`config.mk`:
```
export PLATFORM = sky130hd
export DESIGN_NAME = loaded_interval_set_tracker_top_flat
export DESIGN_NICKNAME = d
export VERILOG_FILES = /design/src/rtl/ist_pkg.sv /design/src/rtl/ist_if.sv /design/src/rtl/ist_ram.sv /design/src/rtl/ist_seq.sv /design/src/rtl/loaded_interval_set_tracker_top.sv /design/src/flat_wrapper.sv
export SDC_FILE = /design/constraint.sdc
export NUM_CORES = 2
export LEC_CHECK = 0
export BUFFER_PORTS_ARGS = -buffer_cell sky130_fd_sc_hd__buf_2
export CAP_MARGIN = 20
export CORE_MARGIN = 2
export CORE_UTILIZATION = 45
export CTS_CLUSTER_DIAMETER = 200
export DETAILED_ROUTE_END_ITERATION = 8
export GPL_ROUTABILITY_DRIVEN = 0
export PLACE_DENSITY = 0.7
export REMOVE_ABC_BUFFERS = 1
export SYNTH_ARGS = -nofsm -noshare
export SYNTH_HDL_FRONTEND = slang
export SYNTH_SLANG_ARGS = --single-unit
```
`constraint.sdc`:
```
create_clock -name clk -period 11 [get_ports clk]
set_clock_uncertainty 0.05 [all_clocks]
set_input_delay 1.1 -clock clk [delete_from_list [all_inputs] [get_ports clk]]
set_output_delay 1.1 -clock clk [all_outputs]
set_load 0.01 [all_outputs]
```
`src/rtl/ist_pkg.sv`:
```
package ist_pkg;

  localparam int MAX_INTERVALS = 16;
  localparam int IDX_W         = 20;

  localparam int SLOT_W    = $clog2(MAX_INTERVALS);
  localparam int NCNT_W    = $clog2(MAX_INTERVALS + 2);
  localparam int COUNT_W   = 5;
  localparam int COV_W     = IDX_W + 1;
  localparam int ENTRY_W   = 2 * IDX_W;
  localparam int MEM_DEPTH = 2 * MAX_INTERVALS;
  localparam int MEM_AW    = SLOT_W + 1;

  typedef logic [1:0] func_t;
  typedef logic [1:0] status_t;

  localparam func_t FN_INSERT = 2'd0;
  localparam func_t FN_QUERY  = 2'd1;
  localparam func_t FN_CLEAR  = 2'd2;

  localparam status_t ST_OK       = 2'd0;
  localparam status_t ST_OVERFLOW = 2'd1;
  localparam status_t ST_REVERSED = 2'd2;

  typedef struct packed {
    func_t            func;
    logic [IDX_W-1:0] first_index;
    logic [IDX_W-1:0] last_index;
  } req_t;

  typedef struct packed {
    logic               hit;
    status_t            status;
    logic [COUNT_W-1:0] interval_count;
    logic [COV_W-1:0]   covered_count;
  } res_t;

  typedef struct packed {
    logic               we;
    logic [MEM_AW-1:0]  waddr;
    logic [ENTRY_W-1:0] wdata;
    logic [MEM_AW-1:0]  raddr;
  } mem_req_t;

endpackage

```
`src/rtl/ist_if.sv`:
```
interface ist_in_if;
  import ist_pkg::*;
  logic             valid;
  logic             ready;
  func_t            func;
  logic [IDX_W-1:0] first_index;
  logic [IDX_W-1:0] last_index;

  modport source (output valid, func, first_index, last_index, input ready);
  modport sink   (input valid, func, first_index, last_index, output ready);
endinterface

interface ist_out_if;
  import ist_pkg::*;
  logic               valid;
  logic               ready;
  logic               hit;
  status_t            status;
  logic [COUNT_W-1:0] interval_count;
  logic [COV_W-1:0]   covered_count;

  modport source (output valid, hit, status, interval_count, covered_count, input ready);
  modport sink   (input valid, hit, status, interval_count, covered_count, output ready);
endinterface

```
`src/rtl/ist_ram.sv`:
```
module ist_ram #(
  parameter int WIDTH = 8,
  parameter int DEPTH = 16
) (
  input  logic                     clk,
  input  logic                     we,
  input  logic [$clog2(DEPTH)-1:0] waddr,
  input  logic [WIDTH-1:0]         wdata,
  input  logic [$clog2(DEPTH)-1:0] raddr,
  output logic [WIDTH-1:0]         rdata
);

  logic [WIDTH-1:0] mem_r [DEPTH];
  logic [WIDTH-1:0] rdata_r;

  always_ff @(posedge clk) begin
    if (we) begin
      mem_r[waddr] <= wdata;
    end
    rdata_r <= mem_r[raddr];
  end

  assign rdata = rdata_r;

endmodule

```
`src/rtl/ist_seq.sv`:
```
module ist_seq (
  input  logic                      clk,
  input  logic                      rst_n,
  input  logic                      start,
  input  ist_pkg::req_t             req,
  output logic                      idle,
  output logic                      res_valid,
  input  logic                      res_ready,
  output ist_pkg::res_t             res,
  output ist_pkg::mem_req_t         mem,
  input  logic [ist_pkg::ENTRY_W-1:0] rdata
);
  import ist_pkg::*;

  typedef enum logic [3:0] {
    S_IDLE = 4'b0001,
    S_SCAN = 4'b0010,
    S_FIN  = 4'b0100,
    S_DONE = 4'b1000
  } state_t;

  state_t              state_r, state_nxt;
  logic                bank_r, bank_nxt;
  logic [NCNT_W-1:0]   cnt_r, cnt_nxt;
  logic [COV_W-1:0]    cov_r, cov_nxt;
  func_t               func_r, func_nxt;
  logic [IDX_W-1:0]    f_r, f_nxt;
  logic [IDX_W-1:0]    l_r, l_nxt;
  logic [IDX_W-1:0]    ms_r, ms_nxt;
  logic [IDX_W-1:0]    me_r, me_nxt;
  logic                placed_r, placed_nxt;
  logic [NCNT_W-1:0]   n_r, n_nxt;
  logic [COV_W-1:0]    acc_r, acc_nxt;
  logic [NCNT_W-1:0]   rd_idx_r, rd_idx_nxt;
  logic [SLOT_W-1:0]   ev_idx_r, ev_idx_nxt;
  logic                pend_r, pend_nxt;
  logic                hit_r, hit_nxt;
  status_t             status_r, status_nxt;

  logic [IDX_W-1:0]    ent_s, ent_e;
  logic                below, above, in_span, more;
  logic                wr_req, replay;
  logic [IDX_W-1:0]    wr_s, wr_e;
  logic [COV_W-1:0]    span, acc_wr;
  logic [NCNT_W-1:0]   n_inc, n_fin;
  logic [COV_W-1:0]    acc_fin;

  assign ent_s = rdata[IDX_W-1:0];
  assign ent_e = rdata[ENTRY_W-1:IDX_W];

  // stored entry ends more than one below the new start
  assign below   = (COV_W'(ent_e) + COV_W'(1)) < COV_W'(f_r);
  // stored entry starts more than one above the new end
  assign above   = COV_W'(ent_s) > (COV_W'(l_r) + COV_W'(1));
  assign in_span = (f_r >= ent_s) && (f_r <= ent_e);
  assign more    = rd_idx_r < cnt_r;

  // write selection: a kept entry, or the merged interval
  always_comb begin
    wr_req = 1'b0;
    replay = 1'b0;
    wr_s   = ms_r;
    wr_e   = me_r;
    if (state_r == S_SCAN && pend_r && func_r == FN_INSERT) begin
      if (below) begin
        wr_req = 1'b1;
        wr_s   = ent_s;
        wr_e   = ent_e;
      end else if (above) begin
        wr_req = 1'b1;
        if (placed_r) begin
          wr_s = ent_s;
          wr_e = ent_e;
        end else begin
          replay = 1'b1;
        end
      end
    end else if (state_r == S_FIN && !placed_r) begin
      wr_req = 1'b1;
    end
  end

  assign span    = COV_W'(wr_e) - COV_W'(wr_s) + COV_W'(1);
  assign acc_wr  = acc_r + span;
  assign n_inc   = n_r + NCNT_W'(1);
  assign n_fin   = placed_r ? n_r : n_inc;
  assign acc_fin = placed_r ? acc_r : acc_wr;

  // reads come from the live bank, writes go to the other one
  assign mem.we    = wr_req && (n_r < NCNT_W'(MAX_INTERVALS));
  assign mem.waddr = {~bank_r, n_r[SLOT_W-1:0]};
  assign mem.wdata = {wr_e, wr_s};
  assign mem.raddr = replay ? {bank_r, ev_idx_r} : {bank_r, rd_idx_r[SLOT_W-1:0]};

  always_comb begin
    state_nxt  = state_r;
    bank_nxt   = bank_r;
    cnt_nxt    = cnt_r;
    cov_nxt    = cov_r;
    func_nxt   = func_r;
    f_nxt      = f_r;
    l_nxt      = l_r;
    ms_nxt     = ms_r;
    me_nxt     = me_r;
    placed_nxt = placed_r;
    n_nxt      = n_r;
    acc_nxt    = acc_r;
    rd_idx_nxt = rd_idx_r;
    ev_idx_nxt = ev_idx_r;
    pend_nxt   = pend_r;
    hit_nxt    = hit_r;
    status_nxt = status_r;
    case (state_r)
      S_IDLE: begin
        if (start) begin
          func_nxt   = req.func;
          f_nxt      = req.first_index;
          l_nxt      = req.last_index;
          ms_nxt     = req.first_index;
          me_nxt     = req.last_index;
          placed_nxt = 1'b0;
          n_nxt      = '0;
          acc_nxt    = '0;
          rd_idx_nxt = '0;
          pend_nxt   = 1'b0;
          hit_nxt    = 1'b0;
          status_nxt = ST_OK;
          if (req.func == FN_INSERT && req.last_index < req.first_index) begin
            status_nxt = ST_REVERSED;
            state_nxt  = S_DONE;
          end else if (req.func inside {FN_INSERT, FN_QUERY}) begin
            state_nxt = S_SCAN;
          end else if (req.func == FN_CLEAR) begin
            cnt_nxt   = '0;
            cov_nxt   = '0;
            state_nxt = S_DONE;
          end else begin
            state_nxt = S_DONE;
          end
        end
      end
      S_SCAN: begin
        if (pend_r && func_r == FN_QUERY && in_span) begin
          hit_nxt = 1'b1;
        end
        if (pend_r && func_r == FN_INSERT && !below && !above) begin
          ms_nxt = (ent_s < ms_r) ? ent_s : ms_r;
          me_nxt = (ent_e > me_r) ? ent_e : me_r;
        end
        if (wr_req) begin
          n_nxt   = n_inc;
          acc_nxt = acc_wr;
        end
        if (replay) begin
          placed_nxt = 1'b1;
          pend_nxt   = 1'b1;
        end else if (more) begin
          pend_nxt   = 1'b1;
          ev_idx_nxt = rd_idx_r[SLOT_W-1:0];
          rd_idx_nxt = rd_idx_r + NCNT_W'(1);
        end else begin
          pend_nxt = 1'b0;
        end
        if (!pend_r && !more) begin
          state_nxt = (func_r == FN_INSERT) ? S_FIN : S_DONE;
        end
      end
      S_FIN: begin
        if (n_fin > NCNT_W'(MAX_INTERVALS)) begin
          status_nxt = ST_OVERFLOW;
        end else begin
          bank_nxt = ~bank_r;
          cnt_nxt  = n_fin;
          cov_nxt  = acc_fin;
        end
        state_nxt = S_DONE;
      end
      S_DONE: begin
        if (res_ready) begin
          state_nxt = S_IDLE;
        end
      end
      default: begin
        state_nxt = S_IDLE;
      end
    endcase
  end

  always_ff @(posedge clk) begin
    if (!rst_n) begin
      state_r <= S_IDLE;
      bank_r  <= 1'b0;
      cnt_r   <= '0;
      cov_r   <= '0;
      pend_r  <= 1'b0;
    end else begin
      state_r <= state_nxt;
      bank_r  <= bank_nxt;
      cnt_r   <= cnt_nxt;
      cov_r   <= cov_nxt;
      pend_r  <= pend_nxt;
    end
  end

  always_ff @(posedge clk) begin
    func_r   <= func_nxt;
    f_r      <= f_nxt;
    l_r      <= l_nxt;
    ms_r     <= ms_nxt;
    me_r     <= me_nxt;
    placed_r <= placed_nxt;
    n_r      <= n_nxt;
    acc_r    <= acc_nxt;
    rd_idx_r <= rd_idx_nxt;
    ev_idx_r <= ev_idx_nxt;
    hit_r    <= hit_nxt;
    status_r <= status_nxt;
  end

  assign idle                 = (state_r == S_IDLE);
  assign res_valid            = (state_r == S_DONE);
  assign res.hit              = hit_r;
  assign res.status           = status_r;
  assign res.interval_count   = COUNT_W'(cnt_r);
  assign res.covered_count    = cov_r;

endmodule

```
`src/rtl/loaded_interval_set_tracker_top.sv`:
```
// flow: clear, reversed insert and unused op go straight from accept to the result
// flow: query scans every stored interval, insert scans them, then commits in a finish
//   step, and rereads an entry when an insert lands between stored intervals
// throughput: one transaction at a time, paced by the scan through the interval ram
// reset: synchronous active-low rst_n empties the set and drops any pending result
module loaded_interval_set_tracker_top (
  input  logic             clk,
  input  logic             rst_n,
  ist_in_if.sink           in_ch,
  ist_out_if.source        out_ch
);
  import ist_pkg::*;

  // sequencer <-> ram
  mem_req_t            mem;
  logic [ENTRY_W-1:0]  rdata;

  // sequencer <-> result register
  req_t                req;
  res_t                res;
  logic                seq_idle;
  logic                res_valid;
  logic                res_ready;

  // output register, so a finished result can wait while the next op starts
  logic                out_valid_r, out_valid_nxt;
  res_t                out_res_r, out_res_nxt;

  assign req.func        = in_ch.func;
  assign req.first_index = in_ch.first_index;
  assign req.last_index  = in_ch.last_index;

  // new op taken whenever the sequencer is free
  assign in_ch.ready = seq_idle;

  // two banks of MAX_INTERVALS entries: the live list and the one being rebuilt
  // by an insert; an insert commits by flipping the bank, so read and write
  // never touch the same entry and no forwarding is needed
  ist_ram #(
    .WIDTH (ENTRY_W),
    .DEPTH (MEM_DEPTH)
  ) u_ram (
    .clk   (clk),
    .we    (mem.we),
    .waddr (mem.waddr),
    .wdata (mem.wdata),
    .raddr (mem.raddr),
    .rdata (rdata)
  );

  ist_seq u_seq (
    .clk       (clk),
    .rst_n     (rst_n),
    .start     (in_ch.valid && seq_idle),
    .req       (req),
    .idle      (seq_idle),
    .res_valid (res_valid),
    .res_ready (res_ready),
    .res       (res),
    .mem       (mem),
    .rdata     (rdata)
  );

  // result slot frees up when empty or drained this cycle
  assign res_ready = !out_valid_r || out_ch.ready;

  always_comb begin
    out_valid_nxt = out_valid_r;
    out_res_nxt   = out_res_r;
    if (out_valid_r && out_ch.ready) begin
      out_valid_nxt = 1'b0;
    end
    if (res_valid && res_ready) begin
      out_valid_nxt = 1'b1;
      out_res_nxt   = res;
    end
  end

  always_ff @(posedge clk) begin
    if (!rst_n) begin
      out_valid_r <= 1'b0;
    end else begin
      out_valid_r <= out_valid_nxt;
    end
  end

  // payload needs no reset
  always_ff @(posedge clk) begin
    out_res_r <= out_res_nxt;
  end

  assign out_ch.valid          = out_valid_r;
  assign out_ch.hit            = out_res_r.hit;
  assign out_ch.status         = out_res_r.status;
  assign out_ch.interval_count = out_res_r.interval_count;
  assign out_ch.covered_count  = out_res_r.covered_count;

endmodule

```
`src/flat_wrapper.sv`:
```
// flat-port wrapper written by rule: the top's interface ports become plain ports
module loaded_interval_set_tracker_top_flat import ist_pkg::*;
  (clk, rst_n, in_ch_valid, in_ch_func, in_ch_first_index, in_ch_last_index, in_ch_ready, out_ch_valid, out_ch_hit, out_ch_status, out_ch_interval_count, out_ch_covered_count, out_ch_ready);
  ist_in_if in_ch_i ();
  ist_out_if out_ch_i ();
  input  logic clk;
  input  logic rst_n;
  input wire logic [$bits(in_ch_i.valid)-1:0] in_ch_valid;
  input wire logic [$bits(in_ch_i.func)-1:0] in_ch_func;
  input wire logic [$bits(in_ch_i.first_index)-1:0] in_ch_first_index;
  input wire logic [$bits(in_ch_i.last_index)-1:0] in_ch_last_index;
  output wire logic [$bits(in_ch_i.ready)-1:0] in_ch_ready;
  output wire logic [$bits(out_ch_i.valid)-1:0] out_ch_valid;
  output wire logic [$bits(out_ch_i.hit)-1:0] out_ch_hit;
  output wire logic [$bits(out_ch_i.status)-1:0] out_ch_status;
  output wire logic [$bits(out_ch_i.interval_count)-1:0] out_ch_interval_count;
  output wire logic [$bits(out_ch_i.covered_count)-1:0] out_ch_covered_count;
  input wire logic [$bits(out_ch_i.ready)-1:0] out_ch_ready;
  assign in_ch_i.valid = in_ch_valid;
  assign in_ch_i.func = in_ch_func;
  assign in_ch_i.first_index = in_ch_first_index;
  assign in_ch_i.last_index = in_ch_last_index;
  assign in_ch_ready = in_ch_i.ready;
  assign out_ch_valid = out_ch_i.valid;
  assign out_ch_hit = out_ch_i.hit;
  assign out_ch_status = out_ch_i.status;
  assign out_ch_interval_count = out_ch_i.interval_count;
  assign out_ch_covered_count = out_ch_i.covered_count;
  assign out_ch_i.ready = out_ch_ready;
  loaded_interval_set_tracker_top u_core (.clk(clk), .rst_n(rst_n), .in_ch(in_ch_i), .out_ch(out_ch_i));
endmodule
```
# Word-level counts from Yosys, hierarchy flattened
# Memories as Yosys holds them, arrays and structs flattened. A register that Yosys moved wholly into a read port is not among the register bits.
# Cells that the tools add are included.
[word_totals] output_inout_bits=31 mem_bits_rw=1280 regBits=183 memories=1 wordCells=178 inputBits=46
[memory_table] name="u_core.u_ram.mem_r" depth=32 word_bits=40 rd=1 rd_clocked_by_memory_dff=1 write_ports=1 line="ist_ram.sv:13" source="logic [WIDTH-1:0] mem_r [DEPTH];"
[op_classes] add_sub_neg=7 order_cmp=10 muxes=71 bitwise=3 n_reduce_logical=41 eq_ne=23
[ops] cell="20-bit 2-to-1 mux" count=14
[ops] cell="21-bit 2-to-1 mux" count=8
[ops] cell="21-bit case mux with 2 select lines" count=2
[ops] cell="20-bit case mux with 2 select lines" count=2
[ops] cell="5-bit 2-to-1 mux" count=10
[ops] cell="20-bit by 1-bit adder with 21-bit output (second input constant)" count=2
[ops] cell="20-bit less-than comparator" count=2
[ops] cell="5-bit case mux with 2 select lines" count=3
[ops] cell="4-bit 2-to-1 mux" count=7
[ops] cell="21-bit by 1-bit adder with 21-bit output (second input constant)" count=1
[ops] cell="21-bit adder" count=1
[ops] cell="20-bit by 21-bit greater-than comparator with 1-bit output" count=1
[ops] cell="21-bit by 20-bit less-than comparator with 1-bit output" count=1
[ops] cell="20-bit by 20-bit subtractor with 21-bit output" count=1
[ops] cell="20-bit greater-or-equal comparator" count=1
[ops] cell="20-bit greater-than comparator" count=1
[ops] cell="20-bit <= comparator" count=1
[ops] cell="2-bit inequality test (second input constant)" count=10
[ops] cell="3-bit AND reduction" count=6
[ops] cell="1-bit 2-to-1 mux" count=17
[ops] cell="4-bit case mux with 4 select lines" count=1
[ops] cell="1-bit logical AND" count=15
[ops] cell="2-bit by 1-bit inequality test with 1-bit output (second input constant)" count=6
[ops] cell="4-bit AND reduction" count=3
[ops] cell="20 further kinds" count=39

# Longest topological paths before layout
[depth] depth_word=11 depth_mapped=33

# Hierarchy
# A second synthesis with hierarchy kept.
[unflattened] cells_unflattened=4196 hier_area_um2=63674.8
[by_module_without_submodules] module="ist_ram" seq_area_each_um2=39237.6 area_each_um2=50564.7 instances=1 cells_each=2813
[by_module_without_submodules] module="ist_seq" seq_area_each_um2=4274.1 area_each_um2=12175.4 instances=1 cells_each=1348
[by_module_without_submodules] module="loaded_interval_set_tracker_top" seq_area_each_um2=890.9 area_each_um2=934.6 instances=1 cells_each=35

# Worst setup path after synthesis
# OpenSTA, ideal clock, no wires.
[synth_timing] kind="register to register" startpoint="reg u_core.u_ram.rdata_r[20] (netlist: u_core.u_ram.rdata[20]), read port of u_core.u_ram.mem_r" endpoint="reg u_core.u_seq.cov_r[20]" path_stages_with_launch=31 arrival_time_ns=7.165 path_slack_ns=3.668 period_less_slack_ns=7.332 path_cell_list="dfxtp_1 -> inv_1 -> nor3_1 -> nand3_1 -> nor2_1 -> nand3_1 -> or3_1 -> xnor2_1 -> ha_1 -> o21ai_0 -> o21bai_1 -> a2111oi_0 -> a2111oi_0 -> nor2_1 -> o21bai_1 -> clkbuf_1 -> o21ai_0 -> fa_1 -> ha_1 -> a21o_1 -> a21oi_1 -> o21bai_1 -> nor3_1 -> o21ai_0 -> a31oi_1 -> o31a_1 -> a21oi_1 -> xor2_1 -> nor2_1 -> xor2_1 -> a22o_1"
[synth_lines] element="start: declaration" line="ist_ram.sv:14" source="logic [WIDTH-1:0] rdata_r;"
[synth_lines] element="end signal: assignment" line="ist_seq.sv:200" source="cov_r <= cov_nxt;"
[synth_lines] element="end: declaration" line="ist_seq.sv:25" source="logic [COV_W-1:0] cov_r, cov_nxt;"

==> results.ini <==
[logic_synthesis]
ys_seq_area_frac=0.705
syn_area_um2=63000
ys.flop_type=edfxtp_1
ys_ff_latch=1503
syn_inst=4736
synth_async_sr_flop_share=0
synth_edf_count=1430
ys_types=68
avgSynthCellArea_um2=13.3
ys.warnings.count=0

[sta]
rsz0062_at_grt=no
hold_viol=0
post-route-min-period_ns=7.77
maxSlewHeadroom=0.206
setup_viol=0
postLayoutSetupSlackWorst_ns=3.23
maxSlewViolCount=0
tightest_slew_ns=1.19
fin_crit_sh=0.707
hold-worst-slack_ns=0.376
max_freq_ghz=0.129

[routing]
dr.first_iter.drc_count=6206
routed_via_density=5.94
dr.pass1.iters=6
wirelength_um=179000
ant_nets=0
vias=40467
drc=0
wl_per_cell_um=26.3

[grt]
globalRouteMet3Util=0.0540
grt_max_degree=157
met2_usage=0.381
grt_pass1_vias=37908
gr-total-overflow=0
antenna_found_initial=10
busiest_layer=met2
groute.layer.met1.usage=0.342
grt_pass1_wl_um=256000
grt_usage=0.247

[clock_network]
htree_levels=4
insertion_delay_ns=0.81
clk_pin_slew_ns=0.07
clock-root-buffer=clkbuf_16
cts_setup_buffers=0
postCtsResizedCells=0
holdBufCountCts=0
clk_path_buf_depth=3
cts_sinks=1503
cts_tree=yes
cts_buffers=148

[power_and_ir_drop]
ir_drop_mv=0.167
p_leak_nw=24.9
pwr_density_cell_nw_per_um2=184

[critical_path]
cp-end-kind=flop
worstSetupStartpointType=flop
crit_required_ns=11.62
cp_max_fo=48
cp_slowest_cell=o21bai_4
cp.arrival_ns=8.40
max_stage_delay_ns=0.76
crit_type=reg -> reg

[flow_run]
max_cap_viol_count=0

[outcome]
outcome=complete, no violations

[worst_hold_path]
hold_path_class=reg -> reg

[floorplanning]
ioPinCount=77
coreArea_um2=139000
placementRows=137
die-area_um2=143000
die_w_um=378
initial_core_util=0.452
fp.dieH_um=378

[place]
place.detailed.hpwl_um=103000
dpl_worst_slack_ns=3.13
portBuffers=76

[final_layout]
area_delta_synth_final_pct=12.9
drive_gt1_frac=0.103
fin_nets=5054

## per-stage QoR
stage / TNS (ns) / util / instance area, um^2 / power (mW) / instances
global placement: 0 / 0.471 / 65600 / 7.89 / 6521
finish: 0 / 0.511 / 71100 / 13.1 / 6817
global route: 0 / 0.511 / 71100 / 13.4 / 6815
detailed placement: 0 / 0.473 / 65900 / 7.93 / 6534
floorplan: -440.45 / - / 61800 / 7.60 / 4490
CTS: 0 / 0.509 / 70900 / 13.1 / 6805
## metal layers
| layer | vias up | routed length (um) |
|---|---|---|
| met5 | - | 51 |
| met4 | 8 | 6400 |
| met3 | 365 | 20600 |
| met2 | 2450 | 81700 |
| met1 | 19998 | 70300 |
| li1 | 17646 | - |
## cells in the final DEF (no fill, tap or decap), drive strengths merged, types with 4 or more instances in the layout
cell | synthesis | final
or3 | 6 | 6
or2 | 5 | 5
nand2 | 1070 | 1070
mux2i | 165 | 165
bufinv | 0 | 16
fa | 20 | 20
a21oi | 85 | 85
nand3b | 5 | 5
inv | 208 | 218
nor3 | 11 | 11
o21a | 6 | 6
and4 | 5 | 5
dfxtp | 73 | 73
o21ai | 113 | 113
edfxtp | 1430 | 1430
nand3 | 361 | 361
a2111oi | 4 | 4
a32oi | 169 | 169
clkbuf | 133 | 190
nor2b | 28 | 28
nand4 | 20 | 20
buf | 113 | 178
clkinv | 0 | 48
clkinvlp | 0 | 7
a31oi | 163 | 163
a211oi | 7 | 7
ha | 170 | 170
nand2b | 25 | 25
a21o | 47 | 47
nor4 | 42 | 42
a22oi | 6 | 6
o21bai | 5 | 5
xor2 | 35 | 35
nor2 | 121 | 121
xnor2 | 33 | 33
and2 | 10 | 10
## where the power goes
part | internal (mW) | total (mW) | switching, mW
clock network | 3.01 | 5.22 | 2.21
logic | 0.441 | 1.36 | 0.922
registers | 6.39 | 6.48 | 0.0919
total | 9.84 | 13.1 | 3.23
## state kept, by name, indices dropped and copies added, names as in the netlist, 20 cells and up
| signal | cells |
|---|---|
| u_core.u_ram.mem_r | 1280 |
| u_core.u_ram.rdata | 40 |
| u_core.out_ch.covered_count | 21 |
| u_core.u_seq.acc_r | 21 |
| u_core.u_seq.cov_r | 21 |
| u_core.u_seq.f_r | 20 |
| u_core.u_seq.l_r | 20 |
| u_core.u_seq.me_r | 20 |
| u_core.u_seq.ms_r | 20 |
## critical path: cells and delay by family (launching register included)
kind	cells	cell delay, ns
AND/OR/NAND/NOR	8	1.55
adder cells (fa/ha/maj)	3	1.23
AO/OA/AOI/OAI	11	3.05
XOR/XNOR	3	0.53
flip-flops	1	0.42
buffers and inverters	3	0.77
## final timing paths
path                            start                      end  slack (ns)  cells past startpoint
min reg2reg  u_core.u_seq.status_r[1]  u_core.out_ch.status[1]        0.38                      0
min          u_core.u_seq.status_r[1]  u_core.out_ch.status[1]        0.38                      0
max            u_core.u_ram.rdata[20]   u_core.u_seq.cov_r[20]        3.23                     28
max reg2reg    u_core.u_ram.rdata[20]   u_core.u_seq.cov_r[20]        3.23                     28
## cell type report
| class | count | area [um^2] |
|---|---|---|
| fill | 11436 | 68100 |
| sequential | 1503 | 44400 |
| multi-input combinational | 2779 | 17000 |
| clock buffer | 190 | 4040 |
| tap | 1876 | 2350 |
| timing repair buffer | 178 | 1480 |
| clock inverter | 81 | 985 |
| inverter | 208 | 781 |
| antenna | 2 | 5.00 |
## cells in the mapped netlist (all sizes together) (73+ instances only)
library cell	instances	area, um^2
edfxtp	1430	42900
dfxtp	73	1460
ha	170	2130
a32oi	169	1480
inv	208	781
clkbuf	133	499
mux2i	165	1650
a31oi	163	1020
o21ai	113	581
nor2	121	454
nand2	1070	4020
a21oi	85	425
nand3	361	1810
buf	113	671
## kinds of logic after synthesis
| logic type | synth area share |
|---|---|
| muxes | 0.0265 |
| and+or+nand+nor | 0.119 |
| xor gates and xnor gates | 0.00946 |
| adders and majority gates | 0.0401 |
| buffers and inverters | 0.0310 |
| DFF | 0.705 |
| AOI/OAI and AO/OA | 0.0688 |
No activity file was read; power rests on OpenSTA's default activity.
